File: config.mk
export PLATFORM = sky130hd
export DESIGN_NAME = xorshift_rotate_prng_256_jump_flat
export DESIGN_NICKNAME = d
export VERILOG_FILES = /design/src/rtl/xrp_pkg.sv /design/src/rtl/xrp_req_if.sv /design/src/rtl/xrp_rsp_if.sv /design/src/rtl/xrp_datapath.sv /design/src/rtl/xrp_ctrl.sv /design/src/rtl/xorshift_rotate_prng_256_jump.sv /design/src/flat_wrapper.sv
export SDC_FILE = /design/constraint.sdc
export NUM_CORES = 2
export LEC_CHECK = 0
export BUFFER_PORTS_ARGS = -buffer_cell sky130_fd_sc_hd__buf_4
export CAP_MARGIN = 20
export CORE_ASPECT_RATIO = 1.4
export CORE_UTILIZATION = 50
export DETAILED_ROUTE_END_ITERATION = 6
export PLACE_DENSITY = 0.68
export SYNTH_ARGS = -nofsm -noshare
export SYNTH_HDL_FRONTEND = slang
export SYNTH_HIERARCHICAL = 1
export SYNTH_SLANG_ARGS = --single-unit
File: constraint.sdc
create_clock -name clk_i -period 6.6 [get_ports clk_i]
set_input_delay 0.66 -clock clk_i [delete_from_list [all_inputs] [get_ports clk_i]]
set_output_delay 0.66 -clock clk_i [all_outputs]
set_load 0.005 [all_outputs]
File: src/rtl/xrp_pkg.sv
`timescale 1ns / 1ps
// ----------------------------------------------------------------------------
// xrp_pkg: shared types, constants and functions of the rotate PRNG
// Holds the operation codes, the jump tables, the state update and the
// command and status bundles between controller and datapath.
// ----------------------------------------------------------------------------
package xrp_pkg;

  localparam int unsigned NumWords  = 8;
  localparam int unsigned WordWidth = 32;
  localparam int unsigned CountWidth = 8;

  // Operation codes of a request.
  typedef enum logic [1:0] {
    FUNC_DRAW      = 2'd0,
    FUNC_JUMP      = 2'd1,
    FUNC_LONG_JUMP = 2'd2,
    FUNC_LOAD_SEED = 2'd3
  } func_e;

  typedef logic [WordWidth-1:0] word_t;
  typedef logic [NumWords-1:0][WordWidth-1:0] gen_t;

  // Jump polynomials, word 7 first.
  localparam gen_t JumpTab = {
    32'h29b1661c, 32'h39abdc45, 32'he03fc9aa, 32'ha9582618,
    32'hf0c9392c, 32'hd5a61266, 32'h3cfd0aba, 32'h180ec6d3
  };
  localparam gen_t LongJumpTab = {
    32'h2acbe635, 32'h39109bb0, 32'h854ee241, 32'h77710069,
    32'h1c522fb3, 32'hc5004e44, 32'hfefdcbbf, 32'h76e15d3e
  };

  // Controller to datapath commands.
  typedef struct packed {
    logic load;       // write one seed word
    logic draw;       // produce an output and advance
    logic jump_start; // clear accumulators and the bit counter
    logic long_sel;   // jump start selects the long table
    logic jump_step;  // walk one table bit
    logic out_load;   // capture a result into the output register
  } cmd_t;

  // Datapath to controller status.
  typedef struct packed {
    logic jump_last;  // the current table bit is the final one
  } status_t;

  // Rotate left by a constant amount.
  function automatic word_t rotl(input word_t v, input int unsigned n);
    rotl = (v << n) | (v >> (WordWidth - n));
  endfunction

  // Output word formed from the current state.
  function automatic word_t gen_output(input gen_t w);
    word_t a;
    word_t b;
    a = rotl(w[0] + w[6], 11) + w[0];
    b = rotl(w[1] + w[7], 13) + w[1];
    gen_output = a + b;
  endfunction

  // One step of the state update.
  function automatic gen_t gen_advance(input gen_t w);
    gen_t n;
    word_t sh2;
    word_t sh3;
    sh2 = w[2] << 7;
    sh3 = w[3] << 9;
    n[4] = w[4] ^ w[0];
    n[5] = w[5] ^ w[1];
    n[6] = w[6] ^ w[2];
    n[7] = w[7] ^ w[3];
    n[3] = w[3] ^ n[4];
    n[2] = w[2] ^ n[5];
    n[1] = w[1] ^ n[6];
    n[0] = w[0] ^ n[7];
    n[4] = n[4] ^ sh2;
    n[5] = n[5] ^ sh3;
    n[6] = rotl(n[6], 19);
    n[7] = rotl(n[7], 23);
    gen_advance = n;
  endfunction

  // Table bit selected by the walk counter: upper bits pick the word.
  function automatic logic jump_bit(input logic long_sel,
                                    input logic [CountWidth-1:0] idx);
    word_t w;
    if (long_sel) begin
      w = LongJumpTab[idx[7:5]];
    end else begin
      w = JumpTab[idx[7:5]];
    end
    jump_bit = w[idx[4:0]];
  endfunction

endpackage

File: src/rtl/xrp_req_if.sv
`timescale 1ns / 1ps
// ----------------------------------------------------------------------------
// xrp_req_if: request channel of the rotate PRNG
// Valid/ready handshake carrying the operation, seed index and seed word.
// ----------------------------------------------------------------------------
interface xrp_req_if;
  logic        valid;
  logic        ready;
  logic [1:0]  func;
  logic [2:0]  word_index;
  logic [31:0] seed_word;

  modport source (output valid, output func, output word_index, output seed_word,
                  input ready);
  modport sink (input valid, input func, input word_index, input seed_word,
                output ready);
endinterface

File: src/rtl/xrp_rsp_if.sv
`timescale 1ns / 1ps
// ----------------------------------------------------------------------------
// xrp_rsp_if: result channel of the rotate PRNG
// Valid/ready handshake carrying one 32-bit random value.
// ----------------------------------------------------------------------------
interface xrp_rsp_if;
  logic        valid;
  logic        ready;
  logic [31:0] random_value;

  modport source (output valid, output random_value, input ready);
  modport sink (input valid, input random_value, output ready);
endinterface

File: src/rtl/xrp_datapath.sv
`timescale 1ns / 1ps
// ----------------------------------------------------------------------------
// xrp_datapath: generator state, jump accumulators and result register
// Executes seed loads, draws and one table bit of a jump per step.
// ----------------------------------------------------------------------------
module xrp_datapath (
  input  logic              clk_i,
  input  logic              rst_ni,
  input  xrp_pkg::cmd_t     cmd_i,
  input  logic [2:0]        word_index_i,
  input  logic [31:0]       seed_word_i,
  output xrp_pkg::status_t  status_o,
  output logic [31:0]       random_value_o
);
  import xrp_pkg::*;

  gen_t                  gen_q, gen_d;
  gen_t                  accum_q, accum_d;
  logic [CountWidth-1:0] count_q, count_d;
  logic                  long_q, long_d;
  word_t                 rand_q;
  gen_t                  adv;
  word_t                 draw_val;

  assign adv      = gen_advance(gen_q);
  assign draw_val = gen_output(gen_q);

  // Next state of the generator and the jump walk.
  always_comb begin
    gen_d   = gen_q;
    accum_d = accum_q;
    count_d = count_q;
    long_d  = long_q;
    if (cmd_i.load) begin
      gen_d[word_index_i] = seed_word_i;
    end
    if (cmd_i.draw) begin
      gen_d = adv;
    end
    if (cmd_i.jump_start) begin
      accum_d = '0;
      count_d = '0;
      long_d  = cmd_i.long_sel;
    end
    if (cmd_i.jump_step) begin
      if (jump_bit(long_q, count_q)) begin
        accum_d = accum_q ^ gen_q;
      end
      count_d = count_q + 1'b1;
      // The final bit replaces the state with the accumulated result.
      gen_d = (count_q == '1) ? accum_d : adv;
    end
  end

  always_ff @(posedge clk_i or negedge rst_ni) begin
    if (!rst_ni) begin
      gen_q   <= '0;
      accum_q <= '0;
      count_q <= '0;
      long_q  <= 1'b0;
    end else begin
      gen_q   <= gen_d;
      accum_q <= accum_d;
      count_q <= count_d;
      long_q  <= long_d;
    end
  end

  // Result register: draws return the output word, everything else zero.
  always_ff @(posedge clk_i) begin
    if (cmd_i.out_load) begin
      rand_q <= cmd_i.draw ? draw_val : '0;
    end
  end

  assign status_o.jump_last = (count_q == '1);
  assign random_value_o     = rand_q;

endmodule

File: src/rtl/xrp_ctrl.sv
`timescale 1ns / 1ps
// ----------------------------------------------------------------------------
// xrp_ctrl: request sequencer of the rotate PRNG
// Accepts requests, runs the 256-step jump walk and drives result valid.
// ----------------------------------------------------------------------------
module xrp_ctrl (
  input  logic              clk_i,
  input  logic              rst_ni,
  input  logic              req_valid_i,
  output logic              req_ready_o,
  input  logic [1:0]        func_i,
  output logic              rsp_valid_o,
  input  logic              rsp_ready_i,
  input  xrp_pkg::status_t  status_i,
  output xrp_pkg::cmd_t     cmd_o
);
  import xrp_pkg::*;

  localparam logic StIdle = 1'b0;
  localparam logic StJump = 1'b1;

  logic  state_q, state_d;
  logic  out_valid_q, out_valid_d;
  logic  accept;
  func_e func;

  assign func = func_e'(func_i);

  // A request is taken only when idle and the result slot frees up.
  assign req_ready_o = (state_q == StIdle) && (!out_valid_q || rsp_ready_i);
  assign accept      = req_valid_i && req_ready_o;

  // Commands to the datapath.
  always_comb begin
    cmd_o            = '0;
    cmd_o.long_sel   = (func == FUNC_LONG_JUMP);
    cmd_o.jump_step  = (state_q == StJump);
    if (accept) begin
      unique case (func)
        FUNC_DRAW:      cmd_o.draw = 1'b1;
        FUNC_LOAD_SEED: cmd_o.load = 1'b1;
        FUNC_JUMP,
        FUNC_LONG_JUMP: cmd_o.jump_start = 1'b1;
        default:        cmd_o.load = 1'b0;
      endcase
    end
    cmd_o.out_load = cmd_o.draw || cmd_o.load || (cmd_o.jump_step && status_i.jump_last);
  end

  // Sequencer and result valid.
  always_comb begin
    state_d     = state_q;
    out_valid_d = out_valid_q;
    if (rsp_ready_i) begin
      out_valid_d = 1'b0;
    end
    if (cmd_o.out_load) begin
      out_valid_d = 1'b1;
    end
    unique case (state_q)
      StIdle: begin
        if (cmd_o.jump_start) begin
          state_d = StJump;
        end
      end
      StJump: begin
        if (status_i.jump_last) begin
          state_d = StIdle;
        end
      end
      default: state_d = StIdle;
    endcase
  end

  always_ff @(posedge clk_i or negedge rst_ni) begin
    if (!rst_ni) begin
      state_q     <= StIdle;
      out_valid_q <= 1'b0;
    end else begin
      state_q     <= state_d;
      out_valid_q <= out_valid_d;
    end
  end

  assign rsp_valid_o = out_valid_q;

endmodule

File: src/rtl/xorshift_rotate_prng_256_jump.sv
`timescale 1ns / 1ps
// Draw and seed load give their result in the cycle after acceptance.
// Jump and long jump walk 256 table bits, one per cycle in the datapath, and
// give their result after the final bit; requests stall meanwhile.
// Throughput: one draw or seed load per cycle while results are taken.
// Reset: asynchronous, clears the state words, accumulators and bit counter.
// ----------------------------------------------------------------------------
// xorshift_rotate_prng_256_jump: 8x32-bit xor/shift/rotate generator
// Top level joining the request sequencer and the generator datapath.
// ----------------------------------------------------------------------------
module xorshift_rotate_prng_256_jump (
  input  logic      clk_i,
  input  logic      rst_ni,
  xrp_req_if.sink   req_i,
  xrp_rsp_if.source rsp_o
);
  import xrp_pkg::*;

  cmd_t    cmd;
  status_t status;

  xrp_ctrl u_ctrl (
    .clk_i       (clk_i),
    .rst_ni      (rst_ni),
    .req_valid_i (req_i.valid),
    .req_ready_o (req_i.ready),
    .func_i      (req_i.func),
    .rsp_valid_o (rsp_o.valid),
    .rsp_ready_i (rsp_o.ready),
    .status_i    (status),
    .cmd_o       (cmd)
  );

  xrp_datapath u_datapath (
    .clk_i          (clk_i),
    .rst_ni         (rst_ni),
    .cmd_i          (cmd),
    .word_index_i   (req_i.word_index),
    .seed_word_i    (req_i.seed_word),
    .status_o       (status),
    .random_value_o (rsp_o.random_value)
  );

endmodule
File: src/flat_wrapper.sv
// flat-port wrapper written by rule: the top's interface ports become plain ports
module xorshift_rotate_prng_256_jump_flat import xrp_pkg::*;
  (clk_i, rst_ni, req_i_valid, req_i_func, req_i_word_index, req_i_seed_word, req_i_ready, rsp_o_valid, rsp_o_random_value, rsp_o_ready);
  xrp_req_if req_i_i ();
  xrp_rsp_if rsp_o_i ();
  input  logic clk_i;
  input  logic rst_ni;
  input wire logic [$bits(req_i_i.valid)-1:0] req_i_valid;
  input wire logic [$bits(req_i_i.func)-1:0] req_i_func;
  input wire logic [$bits(req_i_i.word_index)-1:0] req_i_word_index;
  input wire logic [$bits(req_i_i.seed_word)-1:0] req_i_seed_word;
  output wire logic [$bits(req_i_i.ready)-1:0] req_i_ready;
  output wire logic [$bits(rsp_o_i.valid)-1:0] rsp_o_valid;
  output wire logic [$bits(rsp_o_i.random_value)-1:0] rsp_o_random_value;
  input wire logic [$bits(rsp_o_i.ready)-1:0] rsp_o_ready;
  assign req_i_i.valid = req_i_valid;
  assign req_i_i.func = req_i_func;
  assign req_i_i.word_index = req_i_word_index;
  assign req_i_i.seed_word = req_i_seed_word;
  assign req_i_ready = req_i_i.ready;
  assign rsp_o_valid = rsp_o_i.valid;
  assign rsp_o_random_value = rsp_o_i.random_value;
  assign rsp_o_i.ready = rsp_o_ready;
  xorshift_rotate_prng_256_jump u_core (.clk_i(clk_i), .rst_ni(rst_ni), .req_i(req_i_i), .rsp_o(rsp_o_i));
endmodule
==> impl_metrics.toml <==
[setup_path]
end_kind = "flop"
crit_family = "compound AO/OA/AOI/OAI gates"
worstPathMaxFanout = 3
cp_slowest_cell = "fa_1"
path_class = "flop to flop"
crit_buf_inv = 2
worstPathRequired_ns = 6.99
path_common_cell = "fa_1"
reg2reg_setup_slack_ns = 0.26
path_cells = "ha_4 -> a2111oi_4 -> o31ai_2 -> a31o_1 -> a221o_1 -> a21boi_2 -> o21a_1 -> o21bai_1 -> a21oi_1 -> xor2_1 -> fa_1 -> fa_1 -> inv_1 -> fa_1 -> a211o_1 -> a211oi_1 -> buf_4 -> o21a_1 -> o31a_1 -> nor4_2 -> o31a_1 -> nor4_2 -> o31ai_1 -> mux2i_1"
start_kind = "flop"
slowest_delay_ns = 0.49
crit_arrival_ns = 6.73

[clock_network]
cts_tree = "built"
cts.path.max_buffers = 3
hold_buffers = 0
cts_num_sinks = 555
insertion_delay_ns = 0.67
cts.reportedPaths.clkPinSlew_ns = 0.07
cts_max_level = 2
numCtsBuffers = 60
root_buffer = "clkbuf_16"

[final_layout]
drive_gt1_share_pct = 9.10
fin_nets = 5111
areaGrowthSynthToFinish_pct = 9.80

[timing]
post-route-period-util_pct = 96.1
holdWs_ns = 0.0305
final_max_slew_viol_count = 0
fmax_mhz = 158
fin_crit_ns = 6.34
finalSetupViolCount = 0
hold_viol = 0
slew-limit-headroom_pct = 12.7
fin_skew_ns = 0.0227
worst_pin_slew_ns = 1.30

[synth]
netlist_area_sq_mm = 0.0423
ys_seq_area_share_pct = 33.2
avgSynthCellArea_sq_um = 8.44
synth_area_leader_cell = "dfrtp_1"
synthCells = 5007
synth_seq_cells = 555
synth-main-ff-cell = "dfrtp_1"
yosysMostFrequentCell = "dfrtp_1"
synthArstFlopShare_pct = 94.2
ys_types = 82
synth_fp_nets = 5220
ys_warn_count = 6
synth.top_cells.by_count = "dfrtp_1 (523), a21oi_1 (493), nor2_1 (402), o21ai_0 (377), clkbuf_1 (348)"
synth_top_area_share_pct = 31.0
synth_enable_flop_cells = 32
synth_area_leaders = "dfrtp_1 (31%), a21oi_1 (5.8%), xnor2_1 (5.4%), a22oi_1 (4.8%), a22o_1 (4.5%)"

[route]
dr.first_iter.drc_count = 5624
drt_wl_total_um = 187000
vias_per_cell = 7.12
firstDrtPassIters = 7
vias = 42900
antenna_left = 0
drcViolationCount = 32
wire_per_inst_um = 31.0

[die]
ioPinCount = 75
die_w_um = 248
rows = 125
core_area_sq_mm = 0.0834
die_area_sq_mm = 0.0857
initial_core_util_pct = 50.7
fp.dieH_um = 346

[placed_design]
io_buffers = 74
place.gp.congestion = 1.07
place_hpwl_um = 123000

[job]
maxCapViolations = 0

[global_route]
gr-total-overflow = 0
antenna_found_initial = 1
grt_pass1_vias = 40300
grt_use_total_pct = 42.8
grt_pass1_wl_um = 272000
grt_max_degree = 173

[outcome]
violations = "design-rule violations"
status = "complete, but fails checks"

[hold_path]
hold_path.class = "primary input to asynchronous set/reset pin"
==> layout make-up <==
type	instances	area, sq um
fill	7535	37000
multi-input combinational	3830	25900
clock buffer	86	1710
clock inverter	25	249
inverter	171	643
timing repair buffer	280	2470
antenna	2	5.00
tap	1079	1350
sequential	555	14100
==> registers in the layout, indices dropped and copies added, names as in the netlist <==
| register | flops |
|---|---|
| u_core/u_datapath/accum_q | 256 |
| u_core/u_datapath/gen_q | 256 |
| u_core/u_datapath/random_value_o | 32 |
| u_core/u_datapath/count_q | 8 |
| u_core/u_ctrl/rsp_valid_o | 1 |
| u_core/u_ctrl/state_q | 1 |
| u_core/u_datapath/long_q | 1 |
==> final timing paths <==
kind	to	depth (start not counted)	startpoint
worst max-delay path	u_core/u_datapath/random_value_o[29]	24	u_core/u_datapath/gen_q[4]
worst min-delay path	u_core/u_datapath/accum_q[145]	1	rst_ni
worst max register to register	u_core/u_datapath/random_value_o[29]	24	u_core/u_datapath/gen_q[4]
worst min register to register	u_core/u_datapath/accum_q[12]	1	u_core/u_datapath/accum_q[12]
max in group asynchronous	u_core/u_datapath/gen_q[213]	2	rst_ni
min in group clk_i	u_core/u_ctrl/rsp_valid_o	3	rsp_o_ready
==> timing repair <==
item	in CTS	in global routing
setup endpoints to repair	1	11
resized for setup	1	22
cloned	0	0
setup buffers	0	4
pin swaps	0	12
==> worst register-to-register path: stages, from the launching register on <==
cell and delay, ns:
dfrtp_1 0.41, ha_4 0.26, a2111oi_4 0.39, o31ai_2 0.16, a31o_1 0.27, a221o_1 0.39, a21boi_2 0.19, o21a_1 0.17
o21bai_1 0.08, a21oi_1 0.19, xor2_1 0.25, fa_1 0.48, fa_1 0.49, inv_1 0.06, fa_1 0.39, a211o_1 0.34
a211oi_1 0.20, buf_4 0.15, o21a_1 0.15, o31a_1 0.22, nor4_2 0.08, o31a_1 0.33, nor4_2 0.17, o31ai_1 0.12
mux2i_1 0.13
==> cell usage in the layout (no fill, tap or decap), types with 32 or more instances in the layout <==
master,count
a21oi_1,489
a22o_1,218
a221oi_1,40
a22oi_1,269
xnor2_1,261
clkbuf_16,60
nor2b_1,194
a221o_1,56
dfrtp_1,522
a21o_1,70
xor2_1,136
nor3b_1,32
nor2_1,393
o22ai_1,107
nand2_1,262
a31oi_1,46
fa_1,63
edfxtp_1,32
ha_1,105
inv_1,166
o21ai_0,377
o21ai_1,209
o221ai_1,174
buf_4,251
==> cells by family after synthesis <==
group | after synthesis | share of synthesized area (%)
AO/OA/AOI/OAI | 2199 | 34.2
adder cells (fa/ha/maj) | 172 | 6.23
buffers and inverters | 622 | 6.03
AND/OR/NAND/NOR | 1043 | 11.6
flip-flops | 555 | 33.2
multiplexers | 17 | 0.497
XOR/XNOR | 399 | 8.27
==> per-stage QoR <==
stage	util (%)	setup TNS [ns]	cells	instance area, sq um	worst slack, ns
floorplan	-	0	5007	42300	0.292
global placement	53.1	-0.00804	5909	44200	-0.00804
detailed placement	53.1	0	5910	44300	0.0286
CTS	55.4	0	6021	46200	0.118
global route	55.7	-0.0358	6026	46400	-0.0228
finish	55.7	0	6028	46400	0.259
==> metal layers <==
layer | vias to the layer above | track usage (%) | routed length (um)
met4 | 0 | 32.9 | 17800
met1 | 20900 | 53.4 | 67000
met2 | 2995 | 64.0 | 81100
met3 | 792 | 9.52 | 20900
met5 | - | 0 | 0
li1 | 18200 | - | -
Power is not shown: default switching activity piles up to over one toggle a cycle in this logic, so the estimate is an artifact.
